--- src/hdl/rsd_pkg.sv ---
package rsd_pkg;

	// operand and result widths
	localparam int unsigned RSD_DVD_W = 64;
	localparam int unsigned RSD_DVS_W = 32;
	localparam int unsigned RSD_QUO_W = 32;

	// one restoring step per dividend bit
	localparam int unsigned RSD_DIV_STEPS = RSD_DVD_W;

	// default number of restoring steps folded into one pipeline stage
	localparam int unsigned RSD_STEPS_PER_STAGE = 4;

	// control that travels alongside each request
	typedef struct packed {
		logic valid;
		logic neg;
		logic zero;
	} rsd_ctl_t;

endpackage

--- src/hdl/rsd_post.sv ---
module rsd_post
	import rsd_pkg::*;
(
	input  logic                        clk,
	input  logic                        arst_n,
	input  rsd_ctl_t                    ctl_in,
	input  logic [RSD_DVD_W-1:0]        num_in,
	output logic                        done_q,
	output logic signed [RSD_QUO_W-1:0] quotient_q
);

	logic [RSD_QUO_W-1:0] mag;
	logic [RSD_QUO_W-1:0] res;

	// low bits of the quotient, sign applied, zero divisor forced to zero
	always_comb begin
		mag = num_in[RSD_QUO_W-1:0];
		if (ctl_in.zero) begin
			res = '0;
		end else if (ctl_in.neg) begin
			res = ~mag + 1'b1;
		end else begin
			res = mag;
		end
	end

	// strobe
	always_ff @(posedge clk or negedge arst_n) begin
		if (!arst_n) begin
			done_q <= 1'b0;
		end else begin
			done_q <= ctl_in.valid;
		end
	end

	// result register
	always_ff @(posedge clk) begin
		quotient_q <= res;
	end

endmodule

--- config.mk ---
export PLATFORM = sky130hd
export DESIGN_NAME = rsd_post
export DESIGN_NICKNAME = d
export VERILOG_FILES = /design/src/hdl/rsd_pkg.sv /design/src/hdl/rsd_post.sv
export SDC_FILE = /design/constraint.sdc
export NUM_CORES = 1
export LEC_CHECK = 0
export BUFFER_PORTS_ARGS = -buffer_cell sky130_fd_sc_hd__buf_2
export CAP_MARGIN = 10
export CORE_UTILIZATION = 47
export CTS_BUF_LIST = sky130_fd_sc_hd__clkbuf_16
export DETAILED_ROUTE_END_ITERATION = 12
export PLACE_DENSITY = 0.88
export SLEW_MARGIN = 20
export SYNTH_ARGS = -nofsm -noshare
export SYNTH_HDL_FRONTEND = slang
export SYNTH_SLANG_ARGS = --single-unit
--- constraint.sdc ---
create_clock -name clk -period 0.8 [get_ports clk]
set_input_delay 0.08 -clock clk [delete_from_list [all_inputs] [get_ports clk]]
set_output_delay 0.08 -clock clk [all_outputs]
set_load 0.02 [all_outputs]
==> flow_summary_export.csv, run 1 <==
group,metric,value,unit
die,die_h,63.4,microns
yosys,ys_seq_elements,33,
clock_network,cts.sinks,33,
yosys,ys.flop_type,"dfxtp_1",
yosys,ys_types,40,
place,dp_slack,-1.12,ns
clock_network,cts_root_buf,"clkbuf_16",
yosys,synthesis.yosys.warnings,0,
clock_network,cts-root-to-sink-buffers,2,
die,initial_core_util,51.2,%
yosys,synth-edff-count,0,
sta,grt_worst_setup_endpoint,"quotient_q[29]$_SDFF_PP0_/D",
place,dpl.hpwl,4070,microns
die,fp.dieW,63.4,microns
outcome,haltStage,"5_1_grt",
outcome,firstError,"[ERROR DPL-0038] Utilization greater than 100%, impossible to legalize",
yosys,synth.avg_cell_area,8.49,sq um
grt,grt_max_degree,23,
clock_network,htreeDepth,2,
yosys,synthArstFlopShare,3.03,%
place,port_buffers,69,
yosys,syn_nets,279,
die,core.rowCount,21,
place,globalplace.congestion,0.878,
place,place_inst,355,
yosys,netlist_area,1770,sq um
yosys,seq_area_frac_synth,37.5,%
outcome,status,"stopped before the end",
yosys,syn-instance-count,209,
clock_network,cts_made_buffers,5,
sta,endpoint_type,"sequential cell input",
die,io_pins,102,
==> through the flow <==
step	instance area, sq um	utilization (%)
after CTS	3320	95.7
after detailed placement	2590	74.8
after global placement	2590	74.8
after floorplan	1940	-
==> cells by family after synthesis <==
kind of cell    after synthesis  share of synthesized area (%)
buf+inv                      17                           3.74
mux                          12                           7.55
compound gates               37                           13.5
flops                        33                           37.5
simple gates                 97                           31.1
fa+ha+maj                     1                          0.705
xor+xnor                     12                           5.92
==> synth_stat cells, types with 4 or more instances <==
| master | count | share of area (%) |
|---|---|---|
| a21oi_1 | 10 | 2.8 |
| nor2_1 | 37 | 7.8 |
| mux2_2 | 9 | 5.7 |
| or3_1 | 11 | 3.9 |
| inv_1 | 4 | 0.85 |
| o21ai_0 | 6 | 1.7 |
| nand4_1 | 4 | 1.4 |
| o31ai_1 | 5 | 2.1 |
| a31oi_1 | 6 | 2.1 |
| clkbuf_1 | 10 | 2.1 |
| nor2b_1 | 15 | 5.3 |
| nor3_1 | 4 | 1.1 |
| xor2_1 | 11 | 5.4 |
| o41ai_1 | 4 | 2.0 |
| dfxtp_1 | 32 | 36 |
==> what timing repair did <==
item | 4_1_cts
gates cloned | 0
pin swaps | 35
setup buffers | 10
hold buffers | 2
setup endpoints to repair | 62
hold endpoints to repair | 2
resized for setup | 122
==> inputs of run 2 (changes only) <==
CORE_UTILIZATION = 40   (was 47)
CTS_BUF_LIST = not set   (was sky130_fd_sc_hd__clkbuf_16)
PLACE_DENSITY = not set   (was 0.88)
PLACE_DENSITY_LB_ADDON = 0.15   (was not set)
==> flow_summary_export.csv, run 2 <==
group,metric,value,unit
worst_setup_path,crit_type,"input port to register",
clock_network,cts-root-to-sink-buffers,2,
power,comb_power_share,32.3,%
clock_network,clk_pin_slew,0.07,ns
die,core_area,4120,sq um
worst_setup_path,critPathCaptureType,"register",
grt,grt_overflow_total,0,
sta,fin_crit_sh,184,%
hold_path,worstHoldStart,"num_in[0]",
power,intPower,0.00318,W
power,vdd_drop_max,0.000896,V
worst_setup_path,cp-start-kind,"input port",
worst_setup_path,cp.arrival,1.64,ns
yosys,syn_nets,279,
finish,final_common_cell,"buf_6",
place,port_buffers,69,
worst_setup_path,worstPathRequired,0.97,ns
routing,wirelength,6930,microns
worst_setup_path,critical_path.max_stage_delay,0.57,ns
die,io_pins,102,
sta,rsz0062_at_grt,"true",
hold_path,worstHoldEndpoint,"quotient_q[0]$_SDFF_PP0_",
clock_network,cts.sinks,33,
die,fp.dieW,68.6,microns
finish,seqCellArea,704,sq um
sta,fin_ws,-0.668,ns
sta,finalHoldViolCount,0,
outcome,violations,"setup timing",
finish,fin_nets,407,
routing,routedWlPerCell,17.8,microns
sta,tns,-15.79,ns
finish,nFillCells,208,
grt,grt_pass1_wl,9110,microns
grt,grt_max_degree,23,
hold_path,min-delay-path-class,"input port to register",
yosys,seq_area_frac_synth,37.5,%
yosys,yosysMostFrequentCell,"nor2_1",
clock_network,cts_tree,"done",
clock_network,cts_made_buffers,5,
yosys,synthArstFlopShare,3.03,%
sta,finalCriticalPeriod,1.47,ns
worst_setup_path,slowest_stage,"or4_4",
yosys,synth_top_area_cell,"dfxtp_1",
routing,dr.pass1.iters,4,
routing,drt_iter0_drc,151,
grt,grt_pass1_vias,1991,
yosys,synth_top_area_share,36.1,%
yosys,synthesis.yosys.warnings,0,
power,power_density,1310,nW/um^2
yosys,ys_seq_elements,33,
hold_path,hold_depth,3,
sta,setup_viol,60,
sta,worst_pin_slew,0.435,ns
yosys,synth.avg_cell_area,8.49,sq um
finish,diodes,0,
finish,multi_input_area,1400,sq um
worst_setup_path,cpMostUsedCell,"buf_6",
power,leakage,1.54,nW
die,die_area,4710,sq um
die,core.rowCount,23,
power,power_frac_clock,27.0,%
clock_network,cts_root_buf,"clkbuf_8",
place,globalplace.congestion,0.819,
routing,drc,0,
routing,ant_nets,0,
finish,drive_above_1_share,67.2,%
yosys,ys_top_cells_by_area,"dfxtp_1 (36%), nor2_1 (7.8%), mux2_2 (5.7%)",
outcome,status,"finished with violations",
sta,fmax,681,MHz
routing,vias_per_cell,5.63,
power,net-switching-power,0.00140,W
power,p_seq_share,40.7,%
worst_setup_path,critPathMaxFanout,7,
finish,largestRegisters,"quotient_q (32), done_q (1)",
finish,largest_reg_flops,32,
worst_setup_path,worstPathCellList,"buf_6, or4_4, nor4_4, buf_6, a21oi_2, or3b_1",
die,initial_core_util,43.1,%
yosys,synth-edff-count,0,
place,dp_slack,-0.988,ns
flow_run,cap_violations,0,
finish,area_growth,96.5,%
grt,grt_usage,26.8,%
clock_network,htreeDepth,2,
routing,num_vias,2183,
grt,antenna_found_initial,0,
finish,final_cell_mix,"buf_6 (52), buf_4 (45), nor2_1 (33), dfxtp_2 (31), buf_2 (29)",
yosys,netlist_area,1770,sq um
yosys,ys_types,40,
die,die_h,68.6,microns
sta,max_slew_margin,70.8,%
finish,regMostFlops,"quotient_q",
yosys,syn-instance-count,209,
power,swShare,30.6,%
place,dpl.hpwl,3540,microns
yosys,ys.flop_type,"dfxtp_1",
yosys,synthTopCellsByCount,"nor2_1 (37), dfxtp_1 (32), nor2b_1 (15)",
sta,slew_violations,0,
## run 2: cells by family (layout without fill, tap and decap cells)
family | Yosys count | count (layout) | share of synthesized area, %
AO/OA/AOI/OAI | 37 | 37 | 13.5
XOR/XNOR | 12 | 12 | 5.92
adder cells (fa/ha/maj) | 1 | 1 | 0.705
buffers and inverters | 17 | 146 | 3.74
flip-flops | 33 | 33 | 37.5
multiplexers | 12 | 12 | 7.55
AND/OR/NAND/NOR | 97 | 97 | 31.1
## run 2: what timing repair did
item	CTS	global route
pin swaps	31	19
gates cloned	0	1
gates resized for setup	141	29
endpoints found under the setup margin	61	62
buffers inserted	12	3
endpoints found under the hold margin	2	0
hold buffers	2	0
## run 2: critical path, delay by kind of cell
kind | cells | cell delay (ns)
AOI/OAI and AO/OA | 1 | 0.05
and+or+nand+nor | 3 | 1.23
buffers and inverters | 2 | 0.26
## run 2: worst max-delay path by stage
stage	start	endpoint	slack [ns]	depth (start not counted)
6_report	num_in[5]	quotient_q[31]$_SDFF_PP0_	-0.67	6
3_3_place_gp	num_in[6]	quotient_q[31]$_SDFF_PP0_	-0.96	6
2_1_floorplan	num_in[10]	quotient_q[23]$_SDFF_PP0_	-0.88	5
4_1_cts	num_in[2]	quotient_q[31]$_SDFF_PP0_	-0.66	6
3_5_place_dp	num_in[6]	quotient_q[31]$_SDFF_PP0_	-0.99	6
5_1_grt	num_in[5]	quotient_q[31]$_SDFF_PP0_	-0.70	6
## run 2: power by group through the flow
stage	clock [W]	combinational [W]	sequential [W]
final	0.00124	0.00148	0.00186
after floorplan	0	0.000395	0.00201
after CTS	0.00122	0.00135	0.00185
after global placement	0	0.00105	0.00184
after detailed placement	0	0.00106	0.00183
after global routing	0.00131	0.00156	0.00187
## run 2: metrics by stage
step                      total power (W)  hold slack, ns  cells  utilization, %  area (sq um)
after detailed placement          0.00289          -0.144    364            64.1          2640
after global placement            0.00288          -0.145    364            64.1          2640
after CTS                         0.00442          0.0621    386            81.3          3340
after global routing              0.00474          0.0653    388            84.7          3490
final                             0.00457          0.0607    388            84.7          3490
after floorplan                   0.00240          -0.216    209               -          1940
## run 2: metal layers
metal | wire length, microns | vias up | track usage, %
met5 | 0 | - | 0
met4 | 350 | 0 | 13.8
met3 | 484 | 34 | 5.10
met2 | 3420 | 128 | 47.3
met1 | 2670 | 1018 | 30.3
li1 | - | 1003 | -
## run 2: cell type report
cell class	count	area share, %
Multi-Input combinational cell	159	40.0
Timing Repair Buffer	134	34.7
Sequential cell	33	20.2
Clock buffer	8	2.30
Tap cell	50	1.79
Inverter	4	1.01
Note: power is estimated with default switching activity, not from simulation.
