File: src/hdl/rsd_pkg.sv
package rsd_pkg;

	// operand and result widths
	localparam int unsigned RSD_DVD_W = 64;
	localparam int unsigned RSD_DVS_W = 32;
	localparam int unsigned RSD_QUO_W = 32;

	// one restoring step per dividend bit
	localparam int unsigned RSD_DIV_STEPS = RSD_DVD_W;

	// default number of restoring steps folded into one pipeline stage
	localparam int unsigned RSD_STEPS_PER_STAGE = 4;

	// control that travels alongside each request
	typedef struct packed {
		logic valid;
		logic neg;
		logic zero;
	} rsd_ctl_t;

endpackage

File: src/hdl/rsd_div_stage.sv
module rsd_div_stage
	import rsd_pkg::*;
#(
	parameter int unsigned STEPS = RSD_STEPS_PER_STAGE
)
(
	input  logic                 clk,
	input  logic                 arst_n,
	input  rsd_ctl_t             ctl_in,
	input  logic [RSD_DVD_W-1:0] num_in,
	input  logic [RSD_DVS_W-1:0] rem_in,
	input  logic [RSD_DVS_W-1:0] dvs_in,
	output rsd_ctl_t             ctl_sn,
	output logic [RSD_DVD_W-1:0] num_sn,
	output logic [RSD_DVS_W-1:0] rem_sn,
	output logic [RSD_DVS_W-1:0] dvs_sn
);

	logic [RSD_DVD_W-1:0] num_c;
	logic [RSD_DVS_W-1:0] rem_c;
	logic [RSD_DVS_W:0]   cur;
	logic [RSD_DVS_W:0]   diff;

	// restoring steps: num shifts out dividend bits at the top and takes
	// quotient bits in at the bottom; the remainder stays below the divisor when it is nonzero
	always_comb begin
		num_c = num_in;
		rem_c = rem_in;
		cur   = '0;
		diff  = '0;
		for (int unsigned i = 0; i < STEPS; i++) begin
			cur  = {rem_c, num_c[RSD_DVD_W-1]};
			diff = cur - {1'b0, dvs_in};
			if (!diff[RSD_DVS_W]) begin
				rem_c = diff[RSD_DVS_W-1:0];
				num_c = {num_c[RSD_DVD_W-2:0], 1'b1};
			end else begin
				rem_c = cur[RSD_DVS_W-1:0];
				num_c = {num_c[RSD_DVD_W-2:0], 1'b0};
			end
		end
	end

	// control bits
	always_ff @(posedge clk or negedge arst_n) begin
		if (!arst_n) begin
			ctl_sn <= '0;
		end else begin
			ctl_sn <= ctl_in;
		end
	end

	// payload
	always_ff @(posedge clk) begin
		num_sn <= num_c;
		rem_sn <= rem_c;
		dvs_sn <= dvs_in;
	end

endmodule

File: config.mk
export PLATFORM = sky130hd
export DESIGN_NAME = rsd_div_stage
export DESIGN_NICKNAME = d
export VERILOG_FILES = /design/src/hdl/rsd_pkg.sv /design/src/hdl/rsd_div_stage.sv
export SDC_FILE = /design/constraint.sdc
export NUM_CORES = 1
export LEC_CHECK = 0
export ABC_CLOCK_PERIOD_IN_PS = 800
export BUFFER_PORTS_ARGS = -buffer_cell sky130_fd_sc_hd__buf_2
export CAP_MARGIN = 20
export CORE_MARGIN = 2
export CORE_UTILIZATION = 50
export DETAILED_ROUTE_END_ITERATION = 6
export PLACE_DENSITY_LB_ADDON = 0.1
export REMOVE_ABC_BUFFERS = 1
export SYNTH_ARGS = -nofsm -noshare
export SYNTH_HDL_FRONTEND = slang
export SYNTH_SLANG_ARGS = --single-unit
export TNS_END_PERCENT = 1
File: constraint.sdc
create_clock -name clk -period 0.8 [get_ports clk]
set_input_delay 0 -clock clk [delete_from_list [all_inputs] [get_ports clk]]
set_output_delay 0 -clock clk [all_outputs]
set_load 0.01 [all_outputs]
==> results.toml, run 1 <==
[synthesis]
seq_area_frac_synth_pct = 24.1
ys.flop_type = "dfxtp_1"
ys_types = 83
avgSynthCellArea_sq_um = 8.68
yosysWarnings = 0
synth_area_leaders = "dfxtp_1 (23%), ha_1 (15%), a21o_1 (5.8%)"
synth_area_leader_cell = "dfxtp_1"
synthArstFlopShare_pct = 2.29
syn_inst = 1260
synth_top_area_share_pct = 23.4
synth-seq-cells = 131
synth_edf_count = 0
syn_area_sq_mm = 0.0109

[floorplan]
rows = 54
initial_core_util_pct = 50.6
boundaryPins = 264
die_w_microns = 152
die-height_microns = 152

[sta]
worstEndpointType = "sequential cell input"
repair-timing-grt-worst-ep = "rem_sn[5]$_DFF_P_/D"

[grt]
grtUsageTotal_pct = 82.2
antenna_found_initial = 11
grt_overflow = 83
grt_start_max_net_pins = 31

[placed_design]
io_buffers = 263
post-place-ws_ps = -10700
gp_congestion = 0.963
place_hpwl_microns = 33300

[outcome]
stop_error = "[ERROR GRT-0232] Routing congestion too high. Check the congestion heatmap in the GUI."
lastStage = "global routing (5_1_grt)"
status = "stopped before the end"

[cts]
cts_root_buffer = "clkbuf_16"
clockBufferDepth = 2
htreeDepth = 4
cts_sinks = 131
numCtsBuffers = 17
## cell usage after synthesis (all sizes together) (15+ instances only)
cell type / count
dfxtp: 128
xnor2: 71
o21ai: 82
and2: 23
nor2: 82
a221o: 33
nand3: 26
xor2: 49
nand2: 54
o21bai: 15
nor3: 18
mux2: 49
a22oi: 27
nand2b: 19
ha: 128
a21o: 84
buf: 20
inv: 65
a21oi: 114
o21a: 17
## what timing repair did
| item | 4_1_cts |
|---|---|
| setup endpoints to repair | 167 |
| cloned | 1 |
| endpoints found under the hold margin | 100 |
| gates resized for setup | 150 |
| pin swaps | 27 |
| setup buffers | 17 |
| hold buffers | 99 |
## kinds of logic after synthesis
kind of cell / share of synthesized area, %
flops: 24.1
simple gates: 13.3
mux: 5.54
buf+inv: 3.88
compound gates: 28.0
xor+xnor: 9.75
fa+ha+maj: 15.4
## layer usage
metal | GRT overflow | GRT usage [%]
met4 | 33 | 87.9
met2 | 46 | 95.8
met1 | 2 | 81.4
met5 | 0 | 38.3
met3 | 2 | 67.8
## per-stage QoR
stage	cell area [sq um]	utilization, %	std cells
after floorplan	10800	-	1232
after CTS	18700	86.4	2444
after global placement	16400	75.9	2295
after detailed placement	16400	75.9	2295
==> inputs of run 2 (changes only) <==
--- a/config.mk
+++ b/config.mk
@@ -9,9 +9,9 @@
 export BUFFER_PORTS_ARGS = -buffer_cell sky130_fd_sc_hd__buf_2
 export CAP_MARGIN = 20
 export CORE_MARGIN = 2
-export CORE_UTILIZATION = 50
+export CORE_UTILIZATION = 35
 export DETAILED_ROUTE_END_ITERATION = 6
-export PLACE_DENSITY_LB_ADDON = 0.1
+export PLACE_DENSITY_LB_ADDON = 0.15
 export REMOVE_ABC_BUFFERS = 1
 export SYNTH_ARGS = -nofsm -noshare
 export SYNTH_HDL_FRONTEND = slang
==> results.toml, run 2 <==
[finish]
antennaDiodeCount = 0
final_cell_mix = "buf_4 (535), buf_2 (191), ha_1 (126)"
fill_cells = 2656
top_regs = "num_sn: 64 flops, dvs_sn: 32 flops, rem_sn: 32 flops"
final_common_cell = "buf_4"
multi_input_area_sq_mm = 0.00816
drive_gt1_share_pct = 47.7
largest_reg_flops = 64
largest_register = "num_sn"
syn2layout_area_growth_pct = 76.6
nets = 2432
seqCellArea_sq_mm = 0.00275

[synthesis]
yosysWarnings = 0
synthArstFlopShare_pct = 2.29
syn_inst = 1260
synth_edf_count = 0
avgSynthCellArea_sq_um = 8.68
syn_area_sq_mm = 0.0109
synth_area_leaders = "dfxtp_1 (23%), ha_1 (15%), a21o_1 (5.8%)"
synth_top_area_share_pct = 23.4
synthTopCellsByCount = "dfxtp_1 (128), ha_1 (128), a21oi_1 (113)"
synth-seq-cells = 131
synth_area_leader_cell = "dfxtp_1"
seq_area_frac_synth_pct = 24.1
ys_types = 83
ys.flop_type = "dfxtp_1"

[worst_setup_path]
critPathArrivalTime_ps = 10690
endpoint_kind = "flip-flop"
critical_path_required_ps = 1110
crit_top_cell = "a21o_1"
slowest_stage = "fa_1"
crit_buf_inv = 10
worst-path-max-fanout = 20
start_kind = "input port"
cp_slowest_stage_delay_ps = 420
critPathTopFamily = "compound AO/OA/AOI/OAI gates"
crit_type = "in -> reg"

[routing]
avgRoutedWirePerCell_microns = 17.9
ant_nets = 0
drt-initial-drc-count = 665
viasPerCell = 5.07
drcViolationCount = 0
first_pass_iters = 6
drt_wl_total_microns = 46100
vias = 13100

[placed_design]
post-place-ws_ps = -11140
place_hpwl_microns = 36100
gp_congestion = 0.919
io_buffers = 263

[sta]
fin_tns_setup_ps = -334420
period_share_pct = 1300
timing.slew.headroom_pct = 58.0
drv_slew = 0
tightestPinTransition_ps = 624
rsz0062_at_grt = "true"
setup_viol = 167
clock.fmax_mhz = 96.3
post-route-min-period_ps = 10380
hold_violations = 0
setup_slack_ps = -9580

[cts]
clockBufferDepth = 2
cts_root_buffer = "clkbuf_16"
cts_sinks = 131
numCtsBuffers = 17
clkTransAtPathRegs_ps = 70
cts_tree = "built"
htreeDepth = 4

[floorplan]
die-height_microns = 181
boundaryPins = 264
rows = 64
die_w_microns = 181
initial_core_util_pct = 35.6
die-area_sq_mm = 0.0327
core_sq_mm = 0.0307

[power]
p_sw_mw = 47.1
powerDensity_mw_per_mm2 = 5650
internal-power_mw = 61.9
combinationalPowerShare_pct = 83.7
pwr-share-clk_pct = 7.6
switching_share_pct = 43.2
power_frac_seq_pct = 8.7
vdd_drop_max_mv = 6.68
leakagePower_nw = 9.71

[grt]
grtUsageMet3_pct = 3.16
grt_pass1_vias = 13300
grt_overflow = 0
grt_util_met1_pct = 34.1
grt.met2_usage_pct = 49.0
global_route.peak_usage_layer = "met2"
grt_start_max_net_pins = 27
antenna_found_initial = 0
grt_pass1_wl_microns = 71000
grtUsageTotal_pct = 27.5

[outcome]
status = "complete, but fails checks"
violations = "setup timing"

[hold_path]
min_path_type = "in -> reg"

[job]
maxCapViolCount = 0
run 2: cell counts after synthesis:
No cell type changed its count.
run 2: layout make-up:
cell class / count / share of cell area [%]
sequential: 131 / 14.2
tap: 396 / 2.57
timing repair buffer: 913 / 36.5
multi-input combinational: 1039 / 42.3
clock buffer: 18 / 2.27
clock inverter: 14 / 0.881
inverter: 65 / 1.26
run 2: power groups by stage:
stage / Sequential [mW] / Clock (mW) / Combinational [mW]
2_1_floorplan: 9.13 / 0 / 38.2
3_3_place_gp: 9.17 / 0 / 80.8
3_5_place_dp: 9.17 / 0 / 81.7
4_1_cts: 9.43 / 8.44 / 90.0
5_1_grt: 9.53 / 8.67 / 98.1
6_report: 9.50 / 8.29 / 91.2
run 2: worst min-delay path, stage by stage:
cell and delay (ps):
buf_2 100, buf_4 130, ha_1 120, mux2i_1 70
run 2: final timing paths:
| path | startpoint | cells after the start | to |
|---|---|---|---|
| min | dvs_in[0] | 4 | rem_sn[0] |
| max in group asynchronous | arst_n | 3 | ctl_sn[2] |
| max | num_in[63] | 56 | rem_sn[19] |
| min in group asynchronous | arst_n | 3 | ctl_sn[1] |
run 2: per-layer routing:
metal | routed length [microns] | up-vias
met5 | 0 | -
met2 | 22400 | 369
li1 | - | 6500
met1 | 20400 | 6125
met3 | 1940 | 57
met4 | 1350 | 0
run 2: cell families (layout without fill, tap and decap cells):
group / after synthesis / in the layout / synth area share, %
adder cells (fa/ha/maj): 132 / 132 / 15.4
flip-flops: 131 / 131 / 24.1
AO/OA/AOI/OAI: 445 / 445 / 28.0
XOR/XNOR: 120 / 120 / 9.75
AND/OR/NAND/NOR: 285 / 287 / 13.3
buffers and inverters: 93 / 1010 / 3.88
multiplexers: 54 / 55 / 5.54
run 2: what timing repair did:
| action | in CTS | in global routing |
|---|---|---|
| hold endpoints to repair | 100 | 0 |
| hold buffers | 99 | 0 |
| setup endpoints to repair | 167 | 167 |
| gates resized for setup | 127 | 86 |
| pin swaps | 26 | 5 |
| setup buffers | 20 | 2 |
| cloned | 3 | 0 |
run 2: stage by stage:
step	hold slack [ps]	total power, mW	cells	area, sq um	utilization [%]
after global placement	-189	90.0	2420	16700	54.3
after global routing	54.0	116	2576	19300	63.0
final	41.9	109	2576	19300	63.0
after detailed placement	-189	90.9	2420	16700	54.3
after CTS	9.91	108	2574	19000	61.8
after floorplan	-296	47.3	1232	10800	-
Note: power is estimated with default switching activity, not from simulation.
